$ cat src/rtl/core/tsc_pkg.sv
// Shared types and constants of the clock time set controller.
package tsc_pkg;

  localparam int NUM_BUTTONS = 4;
  localparam int NUM_FIELDS  = 6;

  localparam int YEAR_W   = 16;
  localparam int MONTH_W  = 4;
  localparam int DAY_W    = 5;
  localparam int HOUR_W   = 5;
  localparam int MINUTE_W = 6;
  localparam int SECOND_W = 6;
  localparam int FIELD_W  = 3;

  localparam int DEB_W   = 6;
  localparam int BLINK_W = 10;

  localparam int CFG_IDX_W  = 2;
  localparam int CFG_DATA_W = 10;

  localparam logic [CFG_IDX_W-1:0] REG_DEBOUNCE_MS   = 2'd0;
  localparam logic [CFG_IDX_W-1:0] REG_BLINK_HALF_MS = 2'd1;

  localparam logic [DEB_W-1:0]   DEBOUNCE_RST = 6'd30;
  localparam logic [BLINK_W-1:0] BLINK_RST    = 10'd600;
  localparam logic [DEB_W-1:0]   TICKS_MAX    = 6'd63;

  localparam int BTN_SET    = 0;
  localparam int BTN_UP     = 1;
  localparam int BTN_OK     = 2;
  localparam int BTN_CANCEL = 3;

  localparam logic [MONTH_W-1:0]  MONTHS_PER_YEAR  = 4'd12;
  localparam logic [DAY_W-1:0]    DAYS_MAX         = 5'd31;
  localparam logic [HOUR_W:0]     HOURS_PER_DAY    = 6'd24;
  localparam logic [MINUTE_W:0]   MINUTES_PER_HOUR = 7'd60;
  localparam logic [SECOND_W:0]   SECONDS_PER_MIN  = 7'd60;

  typedef enum logic [FIELD_W-1:0] {
    FLD_NONE   = 3'd0,
    FLD_YEAR   = 3'd1,
    FLD_MONTH  = 3'd2,
    FLD_DAY    = 3'd3,
    FLD_HOUR   = 3'd4,
    FLD_MINUTE = 3'd5,
    FLD_SECOND = 3'd6
  } field_t;

  typedef struct packed {
    logic [YEAR_W-1:0]   year;
    logic [MONTH_W-1:0]  month;
    logic [DAY_W-1:0]    day;
    logic [HOUR_W-1:0]   hour;
    logic [MINUTE_W-1:0] minute;
    logic [SECOND_W-1:0] second;
  } time_t;

endpackage

$ cat src/rtl/core/tsc_in_if.sv
// Input word channel: button levels and current clock time.
interface tsc_in_if import tsc_pkg::*; ();
  logic                valid;
  logic                ready;
  logic                set_level;
  logic                up_level;
  logic                ok_level;
  logic                cancel_level;
  logic [YEAR_W-1:0]   rtc_year;
  logic [MONTH_W-1:0]  rtc_month;
  logic [DAY_W-1:0]    rtc_day;
  logic [HOUR_W-1:0]   rtc_hour;
  logic [MINUTE_W-1:0] rtc_minute;
  logic [SECOND_W-1:0] rtc_second;

  modport source (
    output valid, set_level, up_level, ok_level, cancel_level,
           rtc_year, rtc_month, rtc_day, rtc_hour, rtc_minute, rtc_second,
    input  ready
  );
  modport sink (
    input  valid, set_level, up_level, ok_level, cancel_level,
           rtc_year, rtc_month, rtc_day, rtc_hour, rtc_minute, rtc_second,
    output ready
  );
endinterface

$ cat src/rtl/core/tsc_out_if.sv
// Result word channel: time to show, blanking and commit.
interface tsc_out_if import tsc_pkg::*; ();
  logic                valid;
  logic                ready;
  logic [YEAR_W-1:0]   show_year;
  logic [MONTH_W-1:0]  show_month;
  logic [DAY_W-1:0]    show_day;
  logic [HOUR_W-1:0]   show_hour;
  logic [MINUTE_W-1:0] show_minute;
  logic [SECOND_W-1:0] show_second;
  logic [FIELD_W-1:0]  blank_field;
  logic                setting_active;
  logic                commit;

  modport source (
    output valid, show_year, show_month, show_day, show_hour, show_minute,
           show_second, blank_field, setting_active, commit,
    input  ready
  );
  modport sink (
    input  valid, show_year, show_month, show_day, show_hour, show_minute,
           show_second, blank_field, setting_active, commit,
    output ready
  );
endinterface

$ cat src/rtl/core/tsc_cfg_if.sv
// Configuration write channel.
interface tsc_cfg_if import tsc_pkg::*; ();
  logic                  valid;
  logic                  ready;
  logic [CFG_IDX_W-1:0]  index;
  logic [CFG_DATA_W-1:0] data;

  modport source (output valid, index, data, input ready);
  modport sink (input valid, index, data, output ready);
endinterface

$ cat src/rtl/core/clock_time_set_controller.sv
// Clock time set controller: debounced buttons, field editing, blink and commit.
//
// One word is one millisecond tick. A word enters an input register, passes through one
// level of debounce, edit and blink logic, and lands in the result register; a new word is
// taken every cycle, and the only limit on rate is the result register being drained.
// Configuration writes are always ready and take effect at once.
module clock_time_set_controller import tsc_pkg::*; (
  input  logic      clk,
  input  logic      rst_n,
  tsc_in_if.sink    in_ch,
  tsc_out_if.source out_ch,
  tsc_cfg_if.sink   cfg_ch
);

  logic [DEB_W-1:0]   debounce_r;
  logic [BLINK_W-1:0] blink_half_r;

  logic  in_v_r;
  logic  [NUM_BUTTONS-1:0] lvl_r;
  time_t rtc_r;

  logic   in_setting_r, in_setting_nxt;
  field_t sel_r, sel_nxt;
  time_t  edit_r, edit_nxt;
  logic   [NUM_BUTTONS-1:0] stable_r, stable_nxt;
  logic   [DEB_W-1:0] ticks_r [NUM_BUTTONS];
  logic   [DEB_W-1:0] ticks_nxt [NUM_BUTTONS];
  logic   visible_r, visible_nxt;
  logic   [BLINK_W-1:0] blink_ticks_r, blink_ticks_nxt;

  logic   out_v_r;
  time_t  show_r, show_nxt;
  field_t blank_r, blank_nxt;
  logic   out_set_r;
  logic   commit_r, commit_nxt;

  logic proceed;
  logic [NUM_BUTTONS-1:0] chg_raw, sample, take;
  logic set_press, up_press, ok_press, cancel_press, entered;
  logic [BLINK_W:0]   blink_sum;
  logic [BLINK_W-1:0] blink_limit;
  logic [MONTH_W-1:0] month_mod;
  logic [DAY_W-1:0]   day_mod;
  logic [HOUR_W:0]    hour_inc;
  logic [MINUTE_W:0]  minute_inc;
  logic [SECOND_W:0]  second_inc;

  assign proceed     = in_v_r && (!out_v_r || out_ch.ready);
  assign in_ch.ready = !in_v_r || proceed;
  assign cfg_ch.ready = 1'b1;

  always_ff @(posedge clk) begin
    if (!rst_n) begin
      debounce_r   <= DEBOUNCE_RST;
      blink_half_r <= BLINK_RST;
    end else if (cfg_ch.valid) begin
      unique case (cfg_ch.index)
        REG_DEBOUNCE_MS:   debounce_r   <= cfg_ch.data[DEB_W-1:0];
        REG_BLINK_HALF_MS: blink_half_r <= cfg_ch.data[BLINK_W-1:0];
        default: ;
      endcase
    end
  end

  // input register
  always_ff @(posedge clk) begin
    if (!rst_n) begin
      in_v_r <= 1'b0;
    end else if (in_ch.ready) begin
      in_v_r <= in_ch.valid;
    end
  end

  always_ff @(posedge clk) begin
    if (in_ch.valid && in_ch.ready) begin
      lvl_r[BTN_SET]    <= in_ch.set_level;
      lvl_r[BTN_UP]     <= in_ch.up_level;
      lvl_r[BTN_OK]     <= in_ch.ok_level;
      lvl_r[BTN_CANCEL] <= in_ch.cancel_level;
      rtc_r <= '{in_ch.rtc_year, in_ch.rtc_month, in_ch.rtc_day,
                 in_ch.rtc_hour, in_ch.rtc_minute, in_ch.rtc_second};
    end
  end

  // debouncers
  always_comb begin
    for (int b = 0; b < NUM_BUTTONS; b++) begin
      chg_raw[b] = (ticks_r[b] >= debounce_r) && (lvl_r[b] != stable_r[b]);
    end
    cancel_press        = in_setting_r && chg_raw[BTN_CANCEL] && !lvl_r[BTN_CANCEL];
    sample[BTN_SET]     = 1'b1;
    sample[BTN_CANCEL]  = in_setting_r;
    sample[BTN_UP]      = in_setting_r && !cancel_press;
    sample[BTN_OK]      = in_setting_r && !cancel_press;
    for (int b = 0; b < NUM_BUTTONS; b++) begin
      take[b]       = sample[b] && chg_raw[b];
      stable_nxt[b] = take[b] ? lvl_r[b] : stable_r[b];
      if (take[b]) begin
        ticks_nxt[b] = '0;
      end else if (ticks_r[b] == TICKS_MAX) begin
        ticks_nxt[b] = ticks_r[b];
      end else begin
        ticks_nxt[b] = ticks_r[b] + 1'b1;
      end
    end
    set_press = take[BTN_SET] && !lvl_r[BTN_SET];
    up_press  = take[BTN_UP] && !lvl_r[BTN_UP];
    ok_press  = take[BTN_OK] && !lvl_r[BTN_OK];
  end

  // field editing
  always_comb begin
    month_mod  = (edit_r.month >= MONTHS_PER_YEAR) ? edit_r.month - MONTHS_PER_YEAR
                                                   : edit_r.month;
    day_mod    = (edit_r.day == DAYS_MAX) ? '0 : edit_r.day;
    hour_inc   = {1'b0, edit_r.hour} + 1'b1;
    minute_inc = {1'b0, edit_r.minute} + 1'b1;
    second_inc = {1'b0, edit_r.second} + 1'b1;
    if (hour_inc >= HOURS_PER_DAY)      hour_inc   = hour_inc - HOURS_PER_DAY;
    if (minute_inc >= MINUTES_PER_HOUR) minute_inc = minute_inc - MINUTES_PER_HOUR;
    if (second_inc >= SECONDS_PER_MIN)  second_inc = second_inc - SECONDS_PER_MIN;

    in_setting_nxt = in_setting_r;
    sel_nxt        = sel_r;
    edit_nxt       = edit_r;
    commit_nxt     = 1'b0;
    entered        = set_press && !in_setting_r;

    if (entered) begin
      in_setting_nxt = 1'b1;
      sel_nxt        = FLD_YEAR;
      edit_nxt       = rtc_r;
    end

    if (in_setting_r) begin
      if (cancel_press) begin
        in_setting_nxt = 1'b0;
        sel_nxt        = FLD_YEAR;
      end
      if (up_press) begin
        case (sel_r)
          FLD_YEAR:   edit_nxt.year   = edit_r.year + 1'b1;
          FLD_MONTH:  edit_nxt.month  = month_mod + 1'b1;
          FLD_DAY:    edit_nxt.day    = day_mod + 1'b1;
          FLD_HOUR:   edit_nxt.hour   = hour_inc[HOUR_W-1:0];
          FLD_MINUTE: edit_nxt.minute = minute_inc[MINUTE_W-1:0];
          FLD_SECOND: edit_nxt.second = second_inc[SECOND_W-1:0];
          default: ;
        endcase
      end
      if (ok_press) begin
        if (sel_r < FLD_SECOND) begin
          sel_nxt = field_t'(sel_r + 1'b1);
        end else begin
          commit_nxt     = 1'b1;
          in_setting_nxt = 1'b0;
          sel_nxt        = FLD_YEAR;
        end
      end
    end
  end

  // blink and result
  always_comb begin
    blink_limit     = (blink_half_r == '0) ? BLINK_W'(1) : blink_half_r;
    blink_sum       = {1'b0, blink_ticks_r} + 1'b1;
    visible_nxt     = visible_r;
    blink_ticks_nxt = blink_ticks_r;
    if (!in_setting_nxt || entered) begin
      visible_nxt     = 1'b1;
      blink_ticks_nxt = '0;
    end else if (blink_sum >= {1'b0, blink_limit}) begin
      visible_nxt     = !visible_r;
      blink_ticks_nxt = '0;
    end else begin
      blink_ticks_nxt = blink_sum[BLINK_W-1:0];
    end

    show_nxt  = (in_setting_nxt || commit_nxt) ? edit_nxt : rtc_r;
    blank_nxt = (in_setting_nxt && !visible_nxt) ? sel_nxt : FLD_NONE;
  end

  always_ff @(posedge clk) begin
    if (!rst_n) begin
      in_setting_r  <= 1'b0;
      sel_r         <= FLD_YEAR;
      edit_r        <= '0;
      stable_r      <= '1;
      for (int b = 0; b < NUM_BUTTONS; b++) ticks_r[b] <= '0;
      visible_r     <= 1'b1;
      blink_ticks_r <= '0;
    end else if (proceed) begin
      in_setting_r  <= in_setting_nxt;
      sel_r         <= sel_nxt;
      edit_r        <= edit_nxt;
      stable_r      <= stable_nxt;
      for (int b = 0; b < NUM_BUTTONS; b++) ticks_r[b] <= ticks_nxt[b];
      visible_r     <= visible_nxt;
      blink_ticks_r <= blink_ticks_nxt;
    end
  end

  // result register
  always_ff @(posedge clk) begin
    if (!rst_n) begin
      out_v_r <= 1'b0;
    end else if (proceed) begin
      out_v_r <= 1'b1;
    end else if (out_ch.ready) begin
      out_v_r <= 1'b0;
    end
  end

  always_ff @(posedge clk) begin
    if (proceed) begin
      show_r    <= show_nxt;
      blank_r   <= blank_nxt;
      out_set_r <= in_setting_nxt;
      commit_r  <= commit_nxt;
    end
  end

  assign out_ch.valid          = out_v_r;
  assign out_ch.show_year      = show_r.year;
  assign out_ch.show_month     = show_r.month;
  assign out_ch.show_day       = show_r.day;
  assign out_ch.show_hour      = show_r.hour;
  assign out_ch.show_minute    = show_r.minute;
  assign out_ch.show_second    = show_r.second;
  assign out_ch.blank_field    = blank_r;
  assign out_ch.setting_active = out_set_r;
  assign out_ch.commit         = commit_r;

  a_commit_leaves: assert property (@(posedge clk) disable iff (!rst_n)
    out_v_r && commit_r |-> !out_set_r && blank_r == FLD_NONE)
    else $error("commit word still in setting mode");

  a_blank_only_setting: assert property (@(posedge clk) disable iff (!rst_n)
    out_v_r && blank_r != FLD_NONE |-> out_set_r)
    else $error("field blanked outside setting mode");

  a_idle_blink_clear: assert property (@(posedge clk) disable iff (!rst_n)
    !in_setting_r |-> visible_r && blink_ticks_r == '0)
    else $error("blink state not cleared outside setting mode");

  a_enter_at_year: assert property (@(posedge clk) disable iff (!rst_n)
    $rose(in_setting_r) |-> sel_r == FLD_YEAR && visible_r)
    else $error("setting mode entered at wrong field");

  a_word_moves: assert property (@(posedge clk) disable iff (!rst_n)
    proceed |=> out_v_r)
    else $error("processed word lost");

endmodule
$ cat src/flat_wrapper.sv
// flat-port wrapper written by rule: the top's interface ports become plain ports
module clock_time_set_controller_flat import tsc_pkg::*;
  (clk, rst_n, in_ch_valid, in_ch_set_level, in_ch_up_level, in_ch_ok_level, in_ch_cancel_level, in_ch_rtc_year, in_ch_rtc_month, in_ch_rtc_day, in_ch_rtc_hour, in_ch_rtc_minute, in_ch_rtc_second, in_ch_ready, out_ch_valid, out_ch_show_year, out_ch_show_month, out_ch_show_day, out_ch_show_hour, out_ch_show_minute, out_ch_show_second, out_ch_blank_field, out_ch_setting_active, out_ch_commit, out_ch_ready, cfg_ch_valid, cfg_ch_index, cfg_ch_data, cfg_ch_ready);
  tsc_in_if in_ch_i ();
  tsc_out_if out_ch_i ();
  tsc_cfg_if cfg_ch_i ();
  input  logic clk;
  input  logic rst_n;
  input wire logic [$bits(in_ch_i.valid)-1:0] in_ch_valid;
  input wire logic [$bits(in_ch_i.set_level)-1:0] in_ch_set_level;
  input wire logic [$bits(in_ch_i.up_level)-1:0] in_ch_up_level;
  input wire logic [$bits(in_ch_i.ok_level)-1:0] in_ch_ok_level;
  input wire logic [$bits(in_ch_i.cancel_level)-1:0] in_ch_cancel_level;
  input wire logic [$bits(in_ch_i.rtc_year)-1:0] in_ch_rtc_year;
  input wire logic [$bits(in_ch_i.rtc_month)-1:0] in_ch_rtc_month;
  input wire logic [$bits(in_ch_i.rtc_day)-1:0] in_ch_rtc_day;
  input wire logic [$bits(in_ch_i.rtc_hour)-1:0] in_ch_rtc_hour;
  input wire logic [$bits(in_ch_i.rtc_minute)-1:0] in_ch_rtc_minute;
  input wire logic [$bits(in_ch_i.rtc_second)-1:0] in_ch_rtc_second;
  output wire logic [$bits(in_ch_i.ready)-1:0] in_ch_ready;
  output wire logic [$bits(out_ch_i.valid)-1:0] out_ch_valid;
  output wire logic [$bits(out_ch_i.show_year)-1:0] out_ch_show_year;
  output wire logic [$bits(out_ch_i.show_month)-1:0] out_ch_show_month;
  output wire logic [$bits(out_ch_i.show_day)-1:0] out_ch_show_day;
  output wire logic [$bits(out_ch_i.show_hour)-1:0] out_ch_show_hour;
  output wire logic [$bits(out_ch_i.show_minute)-1:0] out_ch_show_minute;
  output wire logic [$bits(out_ch_i.show_second)-1:0] out_ch_show_second;
  output wire logic [$bits(out_ch_i.blank_field)-1:0] out_ch_blank_field;
  output wire logic [$bits(out_ch_i.setting_active)-1:0] out_ch_setting_active;
  output wire logic [$bits(out_ch_i.commit)-1:0] out_ch_commit;
  input wire logic [$bits(out_ch_i.ready)-1:0] out_ch_ready;
  input wire logic [$bits(cfg_ch_i.valid)-1:0] cfg_ch_valid;
  input wire logic [$bits(cfg_ch_i.index)-1:0] cfg_ch_index;
  input wire logic [$bits(cfg_ch_i.data)-1:0] cfg_ch_data;
  output wire logic [$bits(cfg_ch_i.ready)-1:0] cfg_ch_ready;
  assign in_ch_i.valid = in_ch_valid;
  assign in_ch_i.set_level = in_ch_set_level;
  assign in_ch_i.up_level = in_ch_up_level;
  assign in_ch_i.ok_level = in_ch_ok_level;
  assign in_ch_i.cancel_level = in_ch_cancel_level;
  assign in_ch_i.rtc_year = in_ch_rtc_year;
  assign in_ch_i.rtc_month = in_ch_rtc_month;
  assign in_ch_i.rtc_day = in_ch_rtc_day;
  assign in_ch_i.rtc_hour = in_ch_rtc_hour;
  assign in_ch_i.rtc_minute = in_ch_rtc_minute;
  assign in_ch_i.rtc_second = in_ch_rtc_second;
  assign in_ch_ready = in_ch_i.ready;
  assign out_ch_valid = out_ch_i.valid;
  assign out_ch_show_year = out_ch_i.show_year;
  assign out_ch_show_month = out_ch_i.show_month;
  assign out_ch_show_day = out_ch_i.show_day;
  assign out_ch_show_hour = out_ch_i.show_hour;
  assign out_ch_show_minute = out_ch_i.show_minute;
  assign out_ch_show_second = out_ch_i.show_second;
  assign out_ch_blank_field = out_ch_i.blank_field;
  assign out_ch_setting_active = out_ch_i.setting_active;
  assign out_ch_commit = out_ch_i.commit;
  assign out_ch_i.ready = out_ch_ready;
  assign cfg_ch_i.valid = cfg_ch_valid;
  assign cfg_ch_i.index = cfg_ch_index;
  assign cfg_ch_i.data = cfg_ch_data;
  assign cfg_ch_ready = cfg_ch_i.ready;
  clock_time_set_controller u_core (.clk(clk), .rst_n(rst_n), .in_ch(in_ch_i), .out_ch(out_ch_i), .cfg_ch(cfg_ch_i));
endmodule
$ cat config.mk
export PLATFORM = sky130hd
export DESIGN_NAME = clock_time_set_controller_flat
export DESIGN_NICKNAME = d
export VERILOG_FILES = /design/src/rtl/core/tsc_pkg.sv /design/src/rtl/core/tsc_in_if.sv /design/src/rtl/core/tsc_out_if.sv /design/src/rtl/core/tsc_cfg_if.sv /design/src/rtl/core/clock_time_set_controller.sv /design/src/flat_wrapper.sv
export SDC_FILE = /design/constraint.sdc
export NUM_CORES = 1
export LEC_CHECK = 0
export ABC_AREA = 0
export ABC_CLOCK_PERIOD_IN_PS = 4100
export BUFFER_PORTS_ARGS = -buffer_cell sky130_fd_sc_hd__buf_2
export CAP_MARGIN = 20
export CORE_ASPECT_RATIO = 1.2
export CORE_MARGIN = 2
export CORE_UTILIZATION = 50
export DETAILED_ROUTE_END_ITERATION = 16
export PLACE_DENSITY = 0.73
export SLEW_MARGIN = 20
export SYNTH_ARGS = -nofsm -noshare
export SYNTH_HDL_FRONTEND = slang
export SYNTH_SLANG_ARGS = --single-unit
$ cat constraint.sdc
create_clock -name clk -period 4.1 [get_ports clk]
set_input_delay 0 -clock clk [delete_from_list [all_inputs] [get_ports clk]]
set_output_delay 0 -clock clk [all_outputs]
set_load 0.01 [all_outputs]
Yosys cells after proc, flatten, opt, wreduce, memory -nomap -nowiden
Memory sizes are Yosys's and may differ from the RTL's.
Cells that the tools add are included.

word-level totals
  bits in registers = 172
  RAM bits = 24
  input port bits = 63
  output and inout bits = 50
  word-level logic and storage cells = 172
  memories = 1

memory list
  memory          words  bits a word  rd ports  clocked after Yosys merged registers in  write ports  line                             text
  u_core.ticks_r  4      6            4         0                                        4            clock_time_set_controller.sv:26  logic [DEB_W-1:0] ticks_r [NUM_BUTTONS];

operators by class
  $add $sub $neg = 16
  order comparisons = 10
  eq/ne operators = 16
  multiplexer cells = 51
  bitwise gates (word level) = 4
  reductions and logical operators = 40

operators by type and width
  kind                                                 count
  two-way mux 42 bit                                   4
  two-way mux 6 bit                                    16
  two-way mux 10 bit                                   3
  adder 6 x 1 -> 6 bit, second input constant          4
  == test 6 bit, second input constant                 4
  >= comparator 6 bit                                  4
  two-way mux 5 bit                                    4
  adder 16 x 1 -> 16 bit, second input constant        1
  logical AND 1 bit                                    16
  two-way mux 1 bit                                    16
  two-way mux 16 bit                                   1
  two-way mux 3 bit                                    5
  adder 6 x 1 -> 7 bit, second input constant          2
  >= comparator 7 x 6 -> 1 bit, second input constant  2
  AND reduction 2 bit                                  6
  subtractor 6 bit, second input constant              2
  adder 10 x 1 -> 11 bit, second input constant        1
  >= comparator 11 x 10 -> 1 bit                       1
  zero test 1 bit                                      11
  zero test 10 bit                                     1
  == test 3 bit, second input constant                 3
  two-way mux 4 bit                                    2
  adder 5 x 1 -> 6 bit, second input constant          1
  == test 3 x 2 -> 1 bit, second input constant        2
  other kinds (16)                                     25

Logic depth before layout (Yosys ltp)
Gate-level depths: netlist of the first run.
An unclocked memory read counts as a cell.

  word-level depth = 16
  mapped depth = 12
  gate-level depth less buffers = 12

Worst setup path after synthesis of the first run
OpenSTA, ideal clock, no wires.

  kind = flip-flop to flip-flop
  start = register u_core.out_v_r, in the netlist u_core.out_ch.valid
  end = register u_core.blank_r[0], in the netlist u_core.out_ch.blank_field[0], enable pin
  arrival time = 2.653 ns
  path slack = 1.018 ns
  stages on the path, launching flop included = 7
  path buffers = 3
  period minus slack after synthesis = 3.082 ns
  path through = dfxtp_1 -> nor2b_1 -> nand2b_1 -> clkbuf_1 -> inv_1 -> clkbuf_1 -> clkbuf_1

between the ends
  cells in the longest elaborated chain, start to end = 3

ends and longest elaborated chain
  what                      line                              text
  start: declaration        clock_time_set_controller.sv:31   logic out_v_r;
  start signal: assignment  clock_time_set_controller.sv:206  out_v_r <= 1'b0;
  start signal: assignment  clock_time_set_controller.sv:208  out_v_r <= 1'b1;
  start signal: assignment  clock_time_set_controller.sv:210  out_v_r <= 1'b0;
  zero test 1 bit           clock_time_set_controller.sv:48   assign proceed = in_v_r && (!out_v_r || out_ch.ready);
  logical OR 1 bit          clock_time_set_controller.sv:48
  logical AND 1 bit         clock_time_set_controller.sv:48
  via u_core.proceed        clock_time_set_controller.sv:37   logic proceed;
  end signal: assignment    clock_time_set_controller.sv:217  blank_r <= blank_nxt;
  end: declaration          clock_time_set_controller.sv:33   field_t blank_r, blank_nxt;

The timed path passes the listed nets, and every way through them passes these cells.
A chain may end at the register's enable or synchronous reset.

==> run_results.csv, run 1 <==
group,metric,value,unit
clock_tree,htreeDepth,4,
power_and_ir_drop,ir_worst_vdd,0.000295,V
layout,syn2layout_area_growth,18.2,%
layout,nNetsFinal,1346,
logic_synthesis,synth-xor-area-share,3.07,%
power_and_ir_drop,p_clk_share,35.5,%
critical_path,slowest_delay,680,ps
power_and_ir_drop,p_switching,1130,uW
placed_design,detailed_place.area,0.0113,mm^2
route,initialDrtViolationCount,819,
logic_synthesis,synth_edf_count,117,
die,start_util,50.6,%
die,die_w,137,um
route,finalWirelength,26400,um
logic_synthesis,yosysUniqueCellTypes,78,
critical_path,cp_max_fo,18,
logic_synthesis,yosys.area_share.simple,17.0,%
outcome,status,"finished clean",
run,drv_cap,0,
logic_synthesis,synth_compound_area_share,19.5,%
placed_design,place_hpwl,17600,um
timing,finalClockSkew,11.3,ps
route,wl_per_cell,17.5,um
logic_synthesis,synth-adder-area-share,6.52,%
layout,antenna_cells,0,
timing,tightest_slew,1080,ps
logic_synthesis,synth_top_family_by_area,"compound AO/OA/AOI/OAI gates",
die,num_rows,58,
route,vias,8952,
critical_path,crit_slowest_cell,"a211o_1",
die,die_y,163,um
placed_design,port_buffers,111,
logic_synthesis,ys_seq_area_share,48.3,%
logic_synthesis,yosys-top-cells-area,"edfxtp_1 33%, dfxtp_1 15%, ha_1 6.5%, nand2_1 3.7%, nor2_1 3.6%",
die,core_area,0.0208,mm^2
logic_synthesis,ys_warn_count,0,
clock_tree,cts_max_path_buffers,2,
layout,stdcell_area,0.0125,mm^2
logic_synthesis,async_flop_share,0,%
global_routing,grt_pass1_wl,41300,um
route,viasPerCell,5.92,
critical_path,path_cells,"ha_1, nand3_1, a21oi_1, a211o_1, or3_1, nand2_2, o32ai_1, nor2_1",
global_routing,grt_antenna_before_repair,0,
logic_synthesis,synthFlopType,"edfxtp_1",
route,ant_nets,0,
timing,tns,0,ps
clock_tree,cts.reportedPaths.clkPinSlew,70,ps
global_routing,grt_pass1_vias,8336,
timing,period_needed,3350,ps
logic_synthesis,synthCells,1078,
clock_tree,clk_latency,440,ps
power_and_ir_drop,internal_power,3210,uW
power_and_ir_drop,swShare,26.1,%
timing,fmax,299,MHz
placed_design,gp_congestion,0.906,
clock_tree,cts_tree,"built",
logic_synthesis,synth-seq-cells,196,
logic_synthesis,yosysTopAreaCellShare,33.3,%
logic_synthesis,synth_area_per_cell,9.78,um^2
critical_path,crit_type,"flop to flop",
timing,slew_viol_final,0,
clock_tree,cts_sinks,196,
global_routing,grt_start_max_net_pins,43,
power_and_ir_drop,p_seq_share,52.4,%
timing,grt_setup_unrepaired,"false",
critical_path,arrival,3540,ps
clock_tree,cts_setup_buffers,0,
timing,hold_slack,46.4,ps
timing,maxSlewHeadroom,28.0,%
min_path,worst_hold_path.num_cells,4,
power_and_ir_drop,p_leak,0.00495,uW
power_and_ir_drop,power.density,349,mW/mm^2
critical_path,cp.required,4290,ps
logic_synthesis,synth_area_leader_cell,"edfxtp_1",
timing,finalSetupViolCount,0,
global_routing,grt_overflow,0,
layout,drive_gt1_share,15.3,%
critical_path,critPathLaunchType,"flop",
min_path,hp-class,"primary input to flop",
clock_tree,root_buffer,"clkbuf_16",
global_routing,track_usage,23.4,%
logic_synthesis,synthMuxAreaShare,1.87,%
timing,hold_viol,0,
timing,fin_crit_sh,81.7,%
logic_synthesis,synth_area,0.0105,mm^2
critical_path,end_kind,"flop",
power_and_ir_drop,p_comb_share,12.1,%
logic_synthesis,syn-num-nets,1196,
die,io_pins,113,
critical_path,r2r_cells,8,
die,die-area,0.0223,mm^2
clock_tree,numCtsBuffers,17,
route,firstDrtPassIters,6,
route,drc,0,
==> cell type report <==
| cell class | instances | area, um^2 |
|---|---|---|
| timing repair buffer | 190 | 1300 |
| multi-input combinational | 791 | 5080 |
| clock buffer | 21 | 450 |
| inverter | 32 | 121 |
| clock inverter | 11 | 78.8 |
| fill | 1727 | 8360 |
| sequential | 196 | 5090 |
| tap | 270 | 338 |
==> worst max-delay path, delay by kind of cell (launching register included) <==
family	cells	cell delay (ps)
AND/OR/NAND/NOR	4	960
flip-flops	1	440
AO/OA/AOI/OAI	3	1330
adder cells (fa/ha/maj)	1	360
==> state kept, by name, indices dropped and copies added, names as in the netlist, 3 cells and up <==
signal                     count
u_core.out_ch.show_second      6
u_core.out_ch.show_minute      6
u_core.edit_r                 42
u_core.ticks_r                24
u_core.rtc_r                  42
u_core.out_ch.show_day         5
u_core.blink_half_r           10
u_core.out_ch.show_month       4
u_core.blink_ticks_r          10
u_core.debounce_r              6
u_core.lvl_r                   4
u_core.out_ch.show_hour        5
u_core.out_ch.show_year       16
u_core.stable_r                4
u_core.sel_r                   3
u_core.out_ch.blank_field      3
==> per-stage QoR <==
stage | setup slack, ps | power (uW) | instances | utilization [%]
floorplan | 1020 | 2620 | 1078 | -
global placement | 893 | 2780 | 1420 | 54.5
detailed placement | 837 | 2790 | 1420 | 54.5
CTS | 808 | 4350 | 1511 | 59.8
global route | 545 | 4490 | 1511 | 59.8
finish | 751 | 4350 | 1511 | 59.8
==> per-layer routing <==
layer | up-vias | share of wire [%] | GRT usage [%]
li1 | 4323 | - | -
met1 | 4287 | 42 | 29.6
met2 | 294 | 49 | 40.5
met3 | 48 | 5.9 | 3.97
met4 | 0 | 2.2 | 7.91
met5 | - | 0 | 0
==> power groups by stage <==
stage	clock network, uW	registers (uW)	logic (uW)
6_report	1540	2280	526
5_1_grt	1630	2290	582
4_1_cts	1550	2280	523
3_5_place_dp	0	2320	477
3_3_place_gp	0	2320	465
2_1_floorplan	0	2310	310
==> path summary, 6_finish.rpt <==
path	startpoint	to	slack [ps]
hold reg to reg	u_core.blink_half_r[2]	u_core.blink_half_r[2]	470
hold / removal	cfg_ch_index[1]	u_core.debounce_r[1]	50
setup reg to reg	u_core.ticks_r[3][5]	u_core.out_ch.show_year[1]	750
setup / recovery	u_core.ticks_r[3][5]	u_core.out_ch.show_year[1]	750
==> cells in the mapped netlist (11+ instances only) <==
master / count
o21ai_0: 54
inv_1: 32
nand4_1: 11
xnor2_1: 19
mux2i_1: 13
edfxtp_1: 117
a21oi_1: 69
nand2_1: 104
o22ai_1: 18
o211ai_1: 15
nand2b_1: 13
nor3_1: 32
clkbuf_1: 35
and3_1: 24
a22o_1: 12
a211oi_1: 19
nand3_1: 44
nor2_1: 101
ha_1: 55
xor2_1: 18
buf_2: 14
a21o_1: 12
a31oi_1: 17
dfxtp_1: 79
==> what timing repair did <==
action | 4_1_cts | 5_1_grt
gates resized for setup | 0 | 0
hold endpoints to repair | 64 | 0
hold buffers | 59 | 0
==> cells by family (layout without fill, tap and decap cells) <==
family / Yosys count / after routing
compound gates: 303 / 303
xor+xnor: 37 / 37
fa+ha+maj: 55 / 55
buf+inv: 91 / 254
flops: 196 / 196
mux: 19 / 19
other cells: 1 / 1
simple gates: 376 / 376
==> cells in the final DEF, fill, tap and decap left out, types with 18 or more instances in the layout <==
master         netlist  layout
buf_2               14     111
xnor2_1             19      19
ha_1                55      55
a21oi_1             69      69
nor2_1             101     101
nand3_1             44      44
nor3_1              32      32
buf_4                2      20
o22ai_1             18      18
a211oi_1            19      19
dfxtp_1             79      79
edfxtp_1           117     117
nand2_1            104     104
xor2_1              18      18
dlygate4sd3_1        0      59
inv_1               32      31
o21ai_0             54      54
and3_1              24      24
Note: power is estimated with default switching activity, not from simulation.
==> run 2: changes to the inputs <==
--- a/config.mk
+++ b/config.mk
@@ -6,7 +6,7 @@
 export NUM_CORES = 1
 export LEC_CHECK = 0
 export ABC_AREA = 0
-export ABC_CLOCK_PERIOD_IN_PS = 4100
+export ABC_CLOCK_PERIOD_IN_PS = 3300
 export BUFFER_PORTS_ARGS = -buffer_cell sky130_fd_sc_hd__buf_2
 export CAP_MARGIN = 20
 export CORE_ASPECT_RATIO = 1.2
==> constraint.sdc (replaced) <==
create_clock -name clk -period 3.3 [get_ports clk]
set_input_delay 0 -clock clk [delete_from_list [all_inputs] [get_ports clk]]
set_output_delay 0 -clock clk [all_outputs]
set_load 0.01 [all_outputs]
==> run_results.csv, run 2 (same netlist as run 1, synthesis figures left out) <==
group,metric,value,unit
global_routing,grt_pass1_vias,8542,
clock_tree,numCtsBuffers,17,
placed_design,place_hpwl,18200,um
clock_tree,cts_setup_buffers,0,
critical_path,cp_max_fo,6,
placed_design,placed_cells,1438,
die,num_rows,58,
layout,final_common_cell,"edfxtp_1",
route,ant_nets,0,
die,core_area,0.0208,mm^2
power_and_ir_drop,power.density,440,mW/mm^2
timing,tns,0,ps
timing,hold_viol,0,
critical_path,r2r_slack,230,ps
timing,slew_viol_final,0,
die,die_w,137,um
timing,maxSlewHeadroom,54.4,%
global_routing,track_usage,24.3,%
layout,syn2layout_area_growth,20.0,%
timing,tightest_slew,681,ps
global_routing,grt_antenna_before_repair,0,
route,viasPerCell,5.87,
die,die_y,163,um
clock_tree,cts_sinks,196,
die,io_pins,113,
timing,fmax,326,MHz
placed_design,detailed_place.area,0.0115,mm^2
critical_path,critPathLaunchType,"flop",
placed_design,dp_slack,162,ps
timing,hold_slack,26.6,ps
global_routing,grt_overflow,0,
layout,final_cell_mix,"117 x edfxtp_1, 111 x buf_2, 104 x nand2_1",
power_and_ir_drop,ir_worst_vdd,0.000371,V
critical_path,end_kind,"flop",
die,start_util,50.6,%
route,firstDrtPassIters,8,
placed_design,port_buffers,111,
outcome,status,"finished clean",
timing,fin_crit_sh,93.0,%
min_path,hp-class,"primary input to flop",
route,drc,0,
critical_path,cp.required,3700,ps
route,wl_per_cell,17.5,um
route,finalWirelength,26700,um
layout,antenna_cells,0,
clock_tree,cts_max_path_buffers,2,
clock_tree,htreeDepth,4,
critical_path,crit_type,"flop to flop",
critical_path,arrival,3470,ps
global_routing,grt_pass1_wl,42500,um
clock_tree,root_buffer,"clkbuf_16",
route,vias,8978,
clock_tree,cts.reportedPaths.clkPinSlew,80,ps
layout,nNetsFinal,1364,
layout,drive_gt1_share,17.0,%
placed_design,gp_congestion,0.856,
clock_tree,cts_tree,"built",
timing,layout_setup_ws,232,ps
route,initialDrtViolationCount,816,
power_and_ir_drop,p_leak,0.00506,uW
layout,largest_registers,"u_core.edit_r: 42 flops, u_core.rtc_r: 42 flops, u_core.ticks_r: 24 flops",
global_routing,grt_start_max_net_pins,56,
layout,fin_cells,1529,
timing,period_needed,3070,ps
timing,finalClockSkew,13.7,ps
run,drv_cap,0,
layout,stdcell_area,0.0127,mm^2
timing,grt_setup_unrepaired,"false",
die,die-area,0.0223,mm^2
timing,finalSetupViolCount,0,
clock_tree,clk_latency,450,ps
## run 2: metrics by stage
step,util [%],total power (uW)
detailed placement,55.1,3490
global placement,55.1,3470
floorplan,-,3250
finish,60.8,5570
CTS,60.7,5580
global route,60.8,5760
## run 2: power by group
group / total [uW] / internal (uW) / leakage, uW / switching (uW)
sequential: 2830 / 2730 / 0.00179 / 95.9
combinational: 674 / 287 / 0.00299 / 387
clock: 2070 / 1060 / 0.000279 / 1010
## run 2: final cells by class
class / instances / area, um^2
clock inverter: 15 / 148
sequential: 196 / 5090
tap: 270 / 338
clock buffer: 17 / 425
inverter: 32 / 121
timing repair buffer: 208 / 1430
fill: 1699 / 8170
multi-input combinational: 791 / 5100
## run 2: worst paths after layout
check,end,startpoint,cells past startpoint
worst max-delay path,u_core.blink_ticks_r[2],u_core.blink_ticks_r[0],12
worst min-delay path,u_core.debounce_r[4],cfg_ch_index[1],4
worst max register to register,u_core.blink_ticks_r[2],u_core.blink_ticks_r[0],12
worst min register to register,u_core.blink_half_r[0],u_core.blink_half_r[0],2
## run 2: routing by layer
layer  routed length (um)  vias up  global-route usage [%]  share of wire [%]
met5                    0        -                       0                  0
met3                 1530       37                    4.10                5.7
li1                     -     4358                       -                  -
met1                11200     4250                    30.2                 42
met4                  451        0                    8.14                1.7
met2                13600      333                    42.5                 51
## run 2: repair_timing
action,CTS,global route
hold buffers,59,0
gates resized for setup,0,3
endpoints found under the hold margin,64,0
endpoints found under the setup margin,0,7
## run 2: critical path, stage by stage (launching register included)
cell	delay, ps
dfxtp_1	390
ha_1	250
nand3_1	170
nor2_1	180
nand2_1	90
xnor2_1	200
ha_1	280
a21o_1	170
a221o_1	360
a41oi_2	290
nand3_2	190
nor3b_1	320
a211o_1	140
==> run 3: changes to the inputs <==
--- a/config.mk
+++ b/config.mk
@@ -5,7 +5,7 @@
 export SDC_FILE = /design/constraint.sdc
 export NUM_CORES = 1
 export LEC_CHECK = 0
-export ABC_AREA = 0
+export ABC_AREA = 1
 export ABC_CLOCK_PERIOD_IN_PS = 3300
 export BUFFER_PORTS_ARGS = -buffer_cell sky130_fd_sc_hd__buf_2
 export CAP_MARGIN = 20
@@ -13,8 +13,8 @@
 export CORE_MARGIN = 2
 export CORE_UTILIZATION = 50
 export DETAILED_ROUTE_END_ITERATION = 16
+export GPL_TIMING_DRIVEN = 0
 export PLACE_DENSITY = 0.73
-export SLEW_MARGIN = 20
 export SYNTH_ARGS = -nofsm -noshare
 export SYNTH_HDL_FRONTEND = slang
 export SYNTH_SLANG_ARGS = --single-unit
==> run_results.csv, run 3 <==
group,metric,value,unit
outcome,status,"finished with violations",
outcome,violations,"negative hold slack",
global_routing,grt_antenna_before_repair,0,
global_routing,grt_pass1_wl,42900,um
critical_path,crit_type,"flop to flop",
die,core_area,0.0209,mm^2
global_routing,grt_pass1_vias,8994,
timing,period_needed,2930,ps
die,num_rows,58,
layout,nNetsFinal,1643,
critical_path,cp_max_fo,6,
logic_synthesis,yosysUniqueCellTypes,47,
layout,antenna_cells,0,
timing,slew_viol_final,0,
clock_tree,clk_latency,450,ps
placed_design,port_buffers,111,
route,firstDrtPassIters,6,
power_and_ir_drop,power.density,431,mW/mm^2
logic_synthesis,synth_edf_count,117,
clock_tree,cts_setup_buffers,0,
timing,fmax,341,MHz
logic_synthesis,synthFlopType,"edfxtp_1",
global_routing,track_usage,24.5,%
route,initialDrtViolationCount,632,
placed_design,place_hpwl,18700,um
power_and_ir_drop,finalPower,5530,uW
power_and_ir_drop,ir_worst_vdd,0.000367,V
layout,post-route-util,61.3,%
layout,drive_gt1_share,13.0,%
die,die-area,0.0224,mm^2
logic_synthesis,yosysTopAreaCellShare,33.1,%
placed_design,gp_congestion,0.888,
clock_tree,cts_max_path_buffers,2,
timing,fin_crit_sh,88.9,%
clock_tree,ctsResizeCount,0,
timing,tightest_slew,784,ps
critical_path,cp-startpoint,"u_core.blink_ticks_r[0]",
logic_synthesis,ys_warn_count,0,
logic_synthesis,synth_compound_area_share,7.41,%
critical_path,cp.required,3670,ps
logic_synthesis,ys_seq_area_share,48.0,%
critical_path,r2r_cells,15,
logic_synthesis,syn-num-nets,1444,
route,drc,0,
logic_synthesis,yosys-top-cells-area,"edfxtp_1 33%, nand2_1 16%, dfxtp_1 15%, ha_1 6.5%, inv_1 5.2%",
die,die_w,137,um
clock_tree,root_buffer,"clkbuf_16",
critical_path,r2r_slack,370,ps
global_routing,grt_start_max_net_pins,39,
layout,final_cell_mix,"465 x nand2_1, 146 x inv_1, 125 x buf_2",
die,start_util,50.8,%
logic_synthesis,synthCells,1326,
route,wl_per_cell,14.8,um
logic_synthesis,async_flop_share,0,%
logic_synthesis,synth_top_family_by_area,"simple AND/OR/NAND/NOR gates",
logic_synthesis,synth_area_leader_cell,"edfxtp_1",
layout,largest_registers,"u_core.edit_r: 42 flops, u_core.rtc_r: 42 flops, u_core.ticks_r: 24 flops",
logic_synthesis,synth-adder-area-share,6.48,%
min_path,hp-class,"primary input to flop",
clock_tree,postCtsHoldBufs,67,
timing,hold_slack,-0.292,ps
layout,final_common_cell,"nand2_1",
clock_tree,cts_sinks,196,
layout,fillers,1814,
die,io_pins,113,
timing,finalSetupViolCount,0,
clock_tree,cts_tree,"built",
critical_path,reg2reg_from,"u_core.blink_ticks_r[0]",
timing,hold_viol,1,
critical_path,r2r_end,"u_core.blink_ticks_r[0]",
global_routing,grt_overflow,0,
layout,stdcell_area,0.0128,mm^2
critical_path,critPathLaunchType,"flop",
logic_synthesis,synth_common_cells,"465 x nand2_1, 148 x inv_1, 117 x edfxtp_1",
logic_synthesis,synthMuxAreaShare,0.0942,%
logic_synthesis,synth_most_common_cell,"nand2_1",
logic_synthesis,synth-xor-area-share,2.89,%
placed_design,detailed_place.area,0.0116,mm^2
clock_tree,numCtsBuffers,17,
die,die_y,164,um
logic_synthesis,yosys.area_share.simple,27.6,%
timing,grt_setup_unrepaired,"false",
power_and_ir_drop,p_leak,0.00598,uW
route,viasPerCell,5.16,
logic_synthesis,synth_area_per_cell,8.01,um^2
timing,finalClockSkew,12.7,ps
route,vias,9329,
route,finalWirelength,26800,um
critical_path,end_kind,"flop",
critical_path,cp-endpoint,"u_core.blink_ticks_r[0]",
timing,maxSlewHeadroom,47.8,%
logic_synthesis,synth_area,0.0106,mm^2
layout,syn2layout_area_growth,20.7,%
clock_tree,htreeDepth,4,
critical_path,arrival,3300,ps
clock_tree,cts.reportedPaths.clkPinSlew,70,ps
run,drv_cap,0,
logic_synthesis,synth-seq-cells,196,
route,ant_nets,0,
==> run 3: how the worst min path moves through the flow <==
stage,start,end,slack (ps),depth (start not counted)
global route,cfg_ch_index[1],u_core.blink_half_r[4],50,3
detailed placement,in_ch_up_level,u_core.lvl_r[1],180,1
finish,cfg_ch_index[1],u_core.blink_half_r[6],-0.3,3
global placement,in_ch_set_level,u_core.lvl_r[0],180,1
CTS,cfg_ch_index[1],u_core.blink_half_r[6],0.4,3
floorplan,in_ch_set_level,u_core.lvl_r[0],100,0
==> run 3: worst max-delay path: stages, from the launching register on <==
cell and delay [ps]:
dfxtp_1 410, ha_1 210, nand2_1 70, nor2_1 170
nand3_1 130, nor2_1 120, nand2_1 100, xor2_1 240
ha_1 290, a21oi_1 140, o21bai_1 80, nor2_1 140
nand2_1 90, nor2_1 250, nand2_1 240, mux2i_1 180
==> run 3: area by class of cell <==
cell class | instances | area (um^2) | share of cell area (%)
Buffer | 38 | 214 | 1.67
Sequential cell | 196 | 5090 | 39.8
Tap cell | 270 | 338 | 2.64
Clock inverter | 9 | 91.3 | 0.713
Clock buffer | 23 | 499 | 3.90
Multi-Input combinational cell | 937 | 4730 | 36.9
Inverter | 155 | 582 | 4.54
Timing Repair Buffer | 180 | 1270 | 9.88
==> run 3: power by group <==
part | switching [uW] | internal [uW]
clock network | 939 | 1160
logic | 391 | 247
registers | 71.8 | 2720
==> run 3: routing by layer <==
metal	global-route usage, %	wire [um]
met4	9.42	550
met2	42.1	13000
met5	0	0
met1	30.5	11700
met3	4.25	1550
==> run 3: through the flow <==
step / setup TNS (ps) / worst slack [ps] / instances
floorplan: 0 / 410 / 1326
global placement: -14450 / -609 / 1707
detailed placement: 0 / 448 / 1709
CTS: 0 / 394 / 1808
global route: 0 / 38.3 / 1808
finish: 0 / 367 / 1808
==> run 3: logic make-up after synthesis <==
family	Yosys count
mux	1
buf+inv	193
xor+xnor	35
other cells	1
flops	196
simple gates	704
fa+ha+maj	55
compound gates	141
